===== config.mk =====
export PLATFORM = sky130hd
export DESIGN_NAME = pad_input_repeat_qualifier_unit
export DESIGN_NICKNAME = d
export VERILOG_FILES = /design/src/design/piq_pkg.sv /design/src/design/pad_input_repeat_qualifier_unit.sv /design/src/design/piq_qualify.sv
export SDC_FILE = /design/constraint.sdc
export NUM_CORES = 1
export LEC_CHECK = 0
export BUFFER_PORTS_ARGS = -buffer_cell sky130_fd_sc_hd__buf_2
export CORE_UTILIZATION = 52
export CTS_CLUSTER_DIAMETER = 80
export DETAILED_ROUTE_END_ITERATION = 10
export MAX_ROUTING_LAYER = met4
export PLACE_DENSITY = 0.73
export SETUP_SLACK_MARGIN = 0.5
export SLEW_MARGIN = 20
export SYNTH_ARGS = -nofsm -noshare
export SYNTH_HDL_FRONTEND = slang
export SYNTH_SLANG_ARGS = --single-unit

===== constraint.sdc =====
create_clock -name clk -period 7.1 [get_ports clk]
set_input_delay 0.355 -clock clk [delete_from_list [all_inputs] [get_ports clk]]
set_output_delay 0.355 -clock clk [all_outputs]
set_load 0.005 [all_outputs]

===== src/design/piq_pkg.sv =====
// types, register codes and reset values shared by the poll qualifier
`timescale 1ns / 1ps
package piq_pkg;

  // configuration register indexes
  localparam logic [1:0] CFG_DEAD_ZONE       = 2'd0;
  localparam logic [1:0] CFG_TRIGGER_THRESH  = 2'd1;
  localparam logic [1:0] CFG_REPEAT_DELAY    = 2'd2;
  localparam logic [1:0] CFG_REPEAT_INTERVAL = 2'd3;

  localparam int CFG_IDX_W  = 2;
  localparam int CFG_DATA_W = 16;

  // register values after reset
  localparam logic [6:0]  DEAD_ZONE_RST       = 7'd20;
  localparam logic [7:0]  TRIGGER_THRESH_RST  = 8'd30;
  localparam logic [15:0] REPEAT_DELAY_RST    = 16'd400;
  localparam logic [15:0] REPEAT_INTERVAL_RST = 16'd100;

  // held mask bit positions
  localparam int BIT_UP    = 5;
  localparam int BIT_DOWN  = 6;
  localparam int BIT_LEFT  = 7;
  localparam int BIT_RIGHT = 8;
  localparam int BIT_LTRIG = 9;
  localparam int BIT_RTRIG = 10;
  localparam int MASK_W    = 11;

  typedef struct packed {
    logic               controller_present;
    logic               status_valid;
    logic [8:0]         raw_buttons;
    logic signed [7:0]  stick_horizontal;
    logic signed [7:0]  stick_vertical;
    logic [7:0]         left_trigger_level;
    logic [7:0]         right_trigger_level;
    logic [31:0]        now_ms;
  } piq_in_t;

  typedef struct packed {
    logic [10:0]        buttons_held;
    logic [10:0]        buttons_new;
    logic signed [7:0]  stick_x_filtered;
    logic signed [7:0]  stick_y_filtered;
    logic [7:0]         left_trigger_out;
    logic [7:0]         right_trigger_out;
    logic               any_held;
    logic [31:0]        last_input_ms;
  } piq_out_t;

  typedef struct packed {
    logic [6:0]  stick_dead_zone;
    logic [7:0]  trig_thresh;
    logic [15:0] rpt_delay_ms;
    logic [15:0] repeat_interval_ms;
  } piq_cfg_t;

  typedef struct packed {
    logic [10:0]        held_mask;
    logic signed [7:0]  stick_x;
    logic signed [7:0]  stick_y;
    logic [7:0]         left_trigger;
    logic [7:0]         right_trigger;
    logic [3:0]         repeat_direction;
    logic [31:0]        repeat_start_ms;
    logic [31:0]        repeat_last_ms;
    logic [31:0]        input_seen_ms;
  } piq_state_t;

endpackage


===== src/design/pad_input_repeat_qualifier_unit.sv =====
// top level of the controller poll qualifier: handshakes, config and state
`timescale 1ns / 1ps
// Controller poll qualifier.
// in_valid / in_stall / in_data carry one poll request per accept; the
// block answers each with exactly one result request on out_valid /
// out_stall / out_data, in order.
// Pipeline: an input register, one pass of qualify logic, a result
// register; a poll reaches out_valid through both registers. Throughput
// is one poll per cycle unless out_stall holds a full result; the pass
// reads and writes poll state (held mask, axes, triggers, repeat timers).
// When out_stall is high and the result register is full, a poll in
// the input register is held and in_stall rises in the same cycle; a
// free result slot lets the next poll in even while the previous result
// is still being taken.
// cfg_valid / cfg_ready / cfg_index / cfg_wdata write the four registers
// (dead zone, trigger threshold, repeat delay, repeat interval); cfg_ready
// is always high. Write them only while no poll is in flight.
// Synchronous reset (rst_n low) empties both stages, zeroes the poll state
// and loads the register defaults (20, 30, 400 ms, 100 ms).
module pad_input_repeat_qualifier_unit
  import piq_pkg::*;
(
  input  logic                  clk,
  input  logic                  rst_n,
  input  logic                  in_valid,
  output logic                  in_stall,
  input  piq_in_t               in_data,
  output logic                  out_valid,
  input  logic                  out_stall,
  output piq_out_t              out_data,
  input  logic                  cfg_valid,
  output logic                  cfg_ready,
  input  logic [CFG_IDX_W-1:0]  cfg_index,
  input  logic [CFG_DATA_W-1:0] cfg_wdata
);

  // stage registers
  logic       s1_valid_r;
  logic       s1_valid_nxt;
  piq_in_t    s1_data_r;
  logic       out_valid_r;
  logic       out_valid_nxt;
  piq_out_t   out_data_r;

  // poll state and configuration
  piq_state_t state_r;
  piq_state_t state_nxt;
  piq_cfg_t   cfg_r;
  piq_cfg_t   cfg_nxt;
  piq_out_t   res;

  logic out_free;
  logic s1_adv;
  logic in_take;

  // result slot can take a new value when empty or being drained
  assign out_free = !out_valid_r || !out_stall;
  assign s1_adv   = s1_valid_r && out_free;
  assign in_stall = s1_valid_r && !out_free;
  assign in_take  = in_valid && !in_stall;

  assign s1_valid_nxt  = in_take || (s1_valid_r && !s1_adv);
  assign out_valid_nxt = s1_adv || (out_valid_r && out_stall);

  assign out_valid = out_valid_r;
  assign out_data  = out_data_r;
  assign cfg_ready = 1'b1;

  piq_qualify u_qualify (
    .poll (s1_data_r),
    .cfg  (cfg_r),
    .cur  (state_r),
    .nxt  (state_nxt),
    .res  (res)
  );

  // register write decode
  always_comb begin
    cfg_nxt = cfg_r;
    if (cfg_valid && cfg_ready) begin
      case (cfg_index)
        CFG_DEAD_ZONE:       cfg_nxt.stick_dead_zone    = cfg_wdata[6:0];
        CFG_TRIGGER_THRESH:  cfg_nxt.trig_thresh        = cfg_wdata[7:0];
        CFG_REPEAT_DELAY:    cfg_nxt.rpt_delay_ms       = cfg_wdata;
        CFG_REPEAT_INTERVAL: cfg_nxt.repeat_interval_ms = cfg_wdata;
        default:             cfg_nxt = cfg_r;
      endcase
    end
  end

  always_ff @(posedge clk) begin
    if (!rst_n) begin
      s1_valid_r                  <= 1'b0;
      out_valid_r                 <= 1'b0;
      state_r                     <= '0;
      cfg_r.stick_dead_zone       <= DEAD_ZONE_RST;
      cfg_r.trig_thresh           <= TRIGGER_THRESH_RST;
      cfg_r.rpt_delay_ms          <= REPEAT_DELAY_RST;
      cfg_r.repeat_interval_ms    <= REPEAT_INTERVAL_RST;
    end else begin
      s1_valid_r  <= s1_valid_nxt;
      out_valid_r <= out_valid_nxt;
      cfg_r       <= cfg_nxt;
      // state commits as the poll moves into the result slot
      if (s1_adv) state_r <= state_nxt;
    end
  end

  // payload registers, no reset
  always_ff @(posedge clk) begin
    if (in_take) s1_data_r <= in_data;
    if (s1_adv)  out_data_r <= res;
  end

  // repeat direction always tracks the held d-pad bits
  assert property (@(posedge clk) disable iff (!rst_n)
    state_r.repeat_direction == state_r.held_mask[BIT_RIGHT:BIT_UP])
    else $error("repeat direction out of step with held d-pad bits");

  // new presses are always a subset of the held bits
  assert property (@(posedge clk) disable iff (!rst_n)
    out_valid_r |-> ((out_data_r.buttons_new & ~out_data_r.buttons_held) == '0))
    else $error("new button bit not held");

  // a result only appears after a poll sat in the input register
  assert property (@(posedge clk) disable iff (!rst_n)
    $rose(out_valid_r) |-> $past(s1_valid_r))
    else $error("result without a poll");

  // backpressure only when the input register is occupied
  assert property (@(posedge clk) disable iff (!rst_n)
    in_stall |-> (s1_valid_r && out_valid_r))
    else $error("input stalled with free pipeline");

endmodule


===== src/design/piq_qualify.sv =====
// one poll: mask build, edge detect, auto repeat and dead-zoned axes
`timescale 1ns / 1ps
module piq_qualify
  import piq_pkg::*;
(
  input  piq_in_t    poll,
  input  piq_cfg_t   cfg,
  input  piq_state_t cur,
  output piq_state_t nxt,
  output piq_out_t   res
);

  logic signed [8:0] dz_pos;
  logic signed [8:0] dz_neg;
  logic signed [8:0] sx9;
  logic signed [8:0] sy9;
  logic [10:0]       mask;
  logic [10:0]       fresh;
  logic [3:0]        dir;
  logic [31:0]       since_start;
  logic [31:0]       since_last;
  logic [8:0]        mag_x;
  logic [8:0]        mag_y;

  always_comb begin
    nxt    = cur;
    dz_pos = $signed({2'b00, cfg.stick_dead_zone});
    dz_neg = -dz_pos;
    sx9    = {poll.stick_horizontal[7], poll.stick_horizontal};
    sy9    = {poll.stick_vertical[7], poll.stick_vertical};

    mask = {2'b00, poll.raw_buttons};
    if (sy9 < dz_neg) mask[BIT_UP]    = 1'b1;
    if (sy9 > dz_pos) mask[BIT_DOWN]  = 1'b1;
    if (sx9 < dz_neg) mask[BIT_LEFT]  = 1'b1;
    if (sx9 > dz_pos) mask[BIT_RIGHT] = 1'b1;
    if (poll.left_trigger_level  > cfg.trig_thresh) mask[BIT_LTRIG] = 1'b1;
    if (poll.right_trigger_level > cfg.trig_thresh) mask[BIT_RTRIG] = 1'b1;

    if (!poll.controller_present) begin
      nxt.held_mask     = '0;
      nxt.stick_x       = '0;
      nxt.stick_y       = '0;
      nxt.left_trigger  = '0;
      nxt.right_trigger = '0;
    end else if (poll.status_valid) begin
      nxt.held_mask     = mask;
      nxt.stick_x       = poll.stick_horizontal;
      nxt.stick_y       = poll.stick_vertical;
      nxt.left_trigger  = poll.left_trigger_level;
      nxt.right_trigger = poll.right_trigger_level;
    end

    fresh       = nxt.held_mask & ~cur.held_mask;
    dir         = nxt.held_mask[BIT_RIGHT:BIT_UP];
    since_start = poll.now_ms - cur.repeat_start_ms;
    since_last  = poll.now_ms - cur.repeat_last_ms;

    // auto repeat on a steady nonzero d-pad combination
    if (dir != 4'd0) begin
      if (dir != cur.repeat_direction) begin
        nxt.repeat_direction = dir;
        nxt.repeat_start_ms  = poll.now_ms;
        nxt.repeat_last_ms   = poll.now_ms;
      end else if (since_start > {16'd0, cfg.rpt_delay_ms} &&
                   since_last  > {16'd0, cfg.repeat_interval_ms}) begin
        fresh[BIT_RIGHT:BIT_UP] = fresh[BIT_RIGHT:BIT_UP] | dir;
        nxt.repeat_last_ms      = poll.now_ms;
      end
    end else begin
      nxt.repeat_direction = 4'd0;
    end

    if (nxt.held_mask != '0) nxt.input_seen_ms = poll.now_ms;

    // magnitudes reach 128 for the most negative value
    mag_x = nxt.stick_x[7] ? 9'(-$signed({1'b1, nxt.stick_x})) : {1'b0, nxt.stick_x};
    mag_y = nxt.stick_y[7] ? 9'(-$signed({1'b1, nxt.stick_y})) : {1'b0, nxt.stick_y};

    res.buttons_held      = nxt.held_mask;
    res.buttons_new       = fresh;
    res.stick_x_filtered  = (mag_x < {2'b00, cfg.stick_dead_zone}) ? 8'sd0 : nxt.stick_x;
    res.stick_y_filtered  = (mag_y < {2'b00, cfg.stick_dead_zone}) ? 8'sd0 : nxt.stick_y;
    res.left_trigger_out  = nxt.left_trigger;
    res.right_trigger_out = nxt.right_trigger;
    res.any_held          = (nxt.held_mask != '0);
    res.last_input_ms     = nxt.input_seen_ms;
  end

endmodule

### After elaboration in Yosys (flattened, before gate mapping)

Cells that the tools add are included.

* equality and inequality tests: 5
* muxes and demuxes: 18
* bitwise gates (word level): 3
* add/sub/neg operators: 5
* reductions and logical operators: 25
* $lt $le $gt $ge: 10

Operators with widths (number)
* two-way mux 32 bit: 3
* two-way mux 43 bit: 2
* > comparator 32 x 16 -> 1 bit: 2
* subtractor 32 bit: 2
* two-way mux 36 bit: 1
* > comparator 8 bit: 4
* less-than comparator 8 x 9 -> 1 bit: 2
* less-than comparator 9 x 7 -> 1 bit: 2
* two-way mux 9 bit: 2
* negation 9 bit: 2
* two-way mux 4 bit: 4
* AND 11 bit: 1
* inverter 11 bit: 1
* nonzero test 11 bit: 1
* AND reduction 2 bit: 5
* negation 7 -> 9 bit: 1
* logical AND 1 bit: 6
* two-way mux 1 bit: 6
* AND reduction 3 bit: 2
* logical NOT 1 bit: 5
* == test 2 bit (second input constant): 2
* != test 4 bit: 1
* OR 4 bit: 1
* nonzero test 4 bit: 1
* other kinds (5): 7

* output and inout port bits: 90
* register bits: 354
* word-level logic and storage cells: 97

### Logic depth before layout (Yosys ltp)

* depth after elaboration: 10
* depth in mapped cells: 26

### By module

Synthesis repeated with hierarchy kept, for this count alone.

* cell total of the unflattened synthesis: 2340
* area total of the unflattened synthesis: 22322.7 um^2

By module, submodules not included
* pad_input_repeat_qualifier_unit: instances 1, sequential area each 8708.4 um^2, area an instance 12470.7 um^2, cells each 978
* piq_qualify: instances 1, sequential area each 0.0 um^2, area an instance 9851.9 um^2, cells each 1362

### Worst setup path after synthesis

Ideal clock, no wire load.

* kind: register -> register
* start: register s1_data_r[2] (netlist bit)
* end: register state_r[49] (netlist bit)
* arrival time: 4407 ps
* path slack: 2574 ps
* cell stages (with the launch flop): 23
* period minus slack after synthesis: 4526 ps
* cells stage by stage: edfxtp_1 -> ha_1 -> nor2b_1 -> o2111a_1 -> or2_2 -> a31oi_1 -> o21bai_1 -> a21oi_1 -> o21bai_1 -> a21oi_1 -> xnor2_1 -> ha_1 -> nand4_1 -> nor4_1 -> a2bb2oi_1 -> a2111oi_2 -> nand4_1 -> nor4_1 -> a32oi_1 -> o21a_1 -> buf_6 -> buf_12 -> mux2i_1

* cells in the longest elaborated chain, start to end: 5
* elaborated cells on any way between the ends: 7
* classes of those cells: 2 x add/sub; 2 x order compare; 3 x reduce/logical

RTL lines
* start, declared: line pad_input_repeat_qualifier_unit.sv:40 `piq_in_t s1_data_r;`
* start signal, assigned: line pad_input_repeat_qualifier_unit.sv:111 `if (in_take) s1_data_r <= in_data;`
* subtractor 32 bit (on tied branches): line piq_qualify.sv:56, piq_qualify.sv:57
* > comparator 32 x 16 -> 1 bit (on tied branches): line piq_qualify.sv:65, piq_qualify.sv:66
* logical AND 1 bit *: line piq_qualify.sv:65 `end else if (since_start > {16'd0, cfg.rpt_delay_ms} &&`
* nonzero test 2 bit (no source line) *
* AND reduction 3 bit (no source line) *
* end signal, assigned: line pad_input_repeat_qualifier_unit.sv:105 `if (s1_adv) state_r <= state_nxt;`
* end, declared: line pad_input_repeat_qualifier_unit.sv:46 `piq_state_t state_r;`

Mark *: on every way between the ends. The rest lies on a longest branch, timed or not.
A chain may end at the register's enable or synchronous reset.

### Final worst setup path

* start: register s1_data_r[2] (netlist bit)
* end: register state_r[46] (netlist bit)

Same word-level chain as after synthesis.

==> flow_metrics.tcl <==
set metrics [dict create \
    antenna_found_initial 1 \
    dr.pass1.iters 5 \
    clock_latency_ps 580 \
    hold_viol 0 \
    initial_core_util_pct 53.17 \
    setup_viol 0 \
    critPathBufInv 0 \
    routedWlPerCell_microns 18.84 \
    finClkSkew_ps 35.54 \
    yosysWarnings 0 \
    cts_buffers 39 \
    fill_cells 3043 \
    cts_tree "yes" \
    dp_hpwl_microns 37510 \
    synth_edf_count 162 \
    postRouteAntennaNets 0 \
    max-vdd-ir-drop_uv 169.8 \
    io_pins 188 \
    drc 0 \
    drt-total-wl_microns 53110 \
    via_per_inst 5.690 \
    die-height_microns 199.0 \
    synth-async-reset-ratio_pct 0 \
    grt_max_degree 100 \
    setup_ws_ps 1697 \
    max_freq_mhz 185.1 \
    clk_pin_slew_ps 60 \
    syn_nets 2312 \
    stdcell_count 2819 \
    hold_path_class "in2reg" \
    area_delta_synth_final_pct 15.82 \
    maxCapViolations 0 \
    crit_arrival_ps 5880 \
    holdWs_ps 32.53 \
    seq_area_frac_synth_pct 43.17 \
    synth.area.top_cells "edfxtp_1 (24%), dfxtp_1 (19%), ha_1 (9.6%)" \
    htree_levels 2 \
    drive_above_1_share_pct 15.08 \
    post-route-min-period_ps 5403 \
    crit_chain "ha_1, nor2b_1, o2111a_1, or2_2, a31oi_1, o21bai_1, a21oi_1, o21bai_1, a21oi_1, xnor2_1, ha_1, nand4_1, nor4_1, a22o_1, a2bb2oi_1, a2111oi_2, nand4_1, nor4_1, a32oi_1, o21a_4, mux2i_1" \
    clock_path_buffers 3 \
    ys_types 101 \
    ys.flop_type "dfxtp_1" \
    crit_family "compound AO/OA/AOI/OAI gates" \
    slew_headroom_pct 25.90 \
    synth_top_area_share_pct 24.12 \
    placeableCoreArea_sq_um 37930 \
    status "completed" \
    leakagePower_nw 9.575 \
    setup.worst_path.end_class "flop" \
    final_common_cell "nand2_1" \
    critPathLaunchType "flop" \
    antennaDiodeCount 0 \
    drt_iter0_markers 890 \
    critPathKind "reg2reg" \
    grt_overflow_total 0 \
    most-common-layout-cells "nand2_1 (295), dfxtp_1 (192), buf_2 (185)" \
    cts.sinks 354 \
    cp_slowest_cell "o21a_4" \
    place_ws_ps 1407 \
    synth_top_cell_by_area "edfxtp_1" \
    place.gp.congestion 0.9661 \
    total_power_mw 5.422 \
    p_per_area_nw_per_um2 232.1 \
    slew_viol_final 0 \
    dp_cells 2672 \
    worstMarginPinSlew_ps 1108 \
    final.period_utilization_pct 76.10 \
    via_count 16040 \
    nNetsFinal 2532 \
    grt.total_usage_pct 27.55 \
    tns_ps 0 \
    die_area_sq_um 39580 \
    io_buffers 186 \
    rsz0062_at_grt "false" \
    die-width_microns 199.0 \
    synth_seq_cells 354 \
    critPathMaxStageDelay_ps 630 \
    synthCells 2057 \
    synthesis.area_sq_um 20170 \
    worst_ep_required_time_ps 7580 \
    rows 71 \
    avgSynthCellArea_sq_um 9.806 \
    grt_pass1_wl_microns 82840 \
    grt_pass1_vias 15490 \
    cts_root_buf "clkbuf_16" \
    critPathMaxFanout 32 \
]
-- worst register-to-register path: stages, from the launching register on --
cell and delay (ps):
edfxtp_1 470, ha_1 400, nor2b_1 170, o2111a_1 260, or2_2 320, a31oi_1 270
o21bai_1 100, a21oi_1 240, o21bai_1 90, a21oi_1 190, xnor2_1 90, ha_1 290
nand4_1 130, nor4_1 400, a22o_1 190, a2bb2oi_1 260, a2111oi_2 80, nand4_1 100
nor4_1 50, a32oi_1 260, o21a_4 630, mux2i_1 320
-- layout make-up --
type / count / area [sq um] / area share [%]
sequential: 354 / 8708 / 37.28
timing repair buffer: 270 / 1752 / 7.498
inverter: 149 / 564.3 / 2.416
multi-input combinational: 1463 / 10350 / 44.33
clock inverter: 17 / 224.0 / 0.9587
tap: 511 / 639.4 / 2.737
clock buffer: 55 / 1119 / 4.788
-- timing repair --
| item | in CTS | in global routing |
|---|---|---|
| hold buffers | 75 | 0 |
| buffers inserted | 0 | 0 |
| resized for setup | 0 | 0 |
| endpoints found under the hold margin | 75 | 0 |
-- cell families (layout without fill, tap and decap cells) --
kind of cell | count (synthesis) | in the layout | synth area share [%]
other | 1 | 1 | 0.01859
xor gates and xnor gates | 58 | 58 | 2.518
DFF | 354 | 354 | 43.17
buffers and inverters | 240 | 491 | 5.614
and+or+nand+nor | 628 | 628 | 14.73
AOI/OAI and AO/OA | 470 | 470 | 15.87
muxes | 149 | 149 | 8.269
adders and majority gates | 157 | 157 | 9.813
-- synth_stat cells, types with 5 or more instances --
cell type,n
nand2_1,296
nor2b_1,59
mux2_4,29
xor2_1,20
o21bai_1,5
nand4_1,29
inv_1,149
o21a_1,33
nor2_1,105
and3_1,9
nor4_1,8
mux2i_1,95
and2_1,22
a21o_1,24
edfxtp_1,162
clkbuf_1,42
buf_12,6
nand3_1,35
ha_1,155
mux2_2,24
a31oi_1,13
a21boi_0,59
nor3_1,18
buf_4,6
o21ba_1,29
buf_1,7
nand2b_1,9
o211ai_1,17
a21oi_1,107
o22ai_1,5
nor3b_1,5
dfxtp_1,192
xnor2_1,38
a211oi_1,6
buf_2,18
a32o_1,5
o21ai_0,106
-- per-layer routing --
layer | track usage [%] | share of wire (%)
met2 | 44.86 | 47
met3 | 3.934 | 5.6
met4 | 7.635 | 2.3
met1 | 35.71 | 45
met5 | - | 0
-- metrics by stage --
step	instance area, sq um	util [%]
finish	23360	61.59
global route	23360	61.59
CTS	23350	61.56
detailed placement	21260	56.04
global placement	21260	56.04
floorplan	20170	-
-- sequential cells by signal (all words and copies together), names as in the netlist --
register    count
out_data       87
s1_valid_r      1
state_r       143
s1_data_r      75
out_valid       1
cfg_r          47
-- path summary, 6_finish.rpt --
kind,from,end,slack [ps],cells past startpoint
setup reg to reg,s1_data_r[2],state_r[46],1700,21
hold reg to reg,state_r[45],state_r[45],460,2
setup / recovery,s1_data_r[2],state_r[46],1700,21
hold / removal,in_valid,s1_valid_r,30,2
-- power breakdown --
group          switching [mW]  total (mW)  internal (mW)  leakage, nW
clock                   0.866        2.13           1.26        0.651
combinational           0.563       0.978          0.416         5.80
sequential             0.0732        2.32           2.24         3.13
No activity file was read; power rests on OpenSTA's default activity.
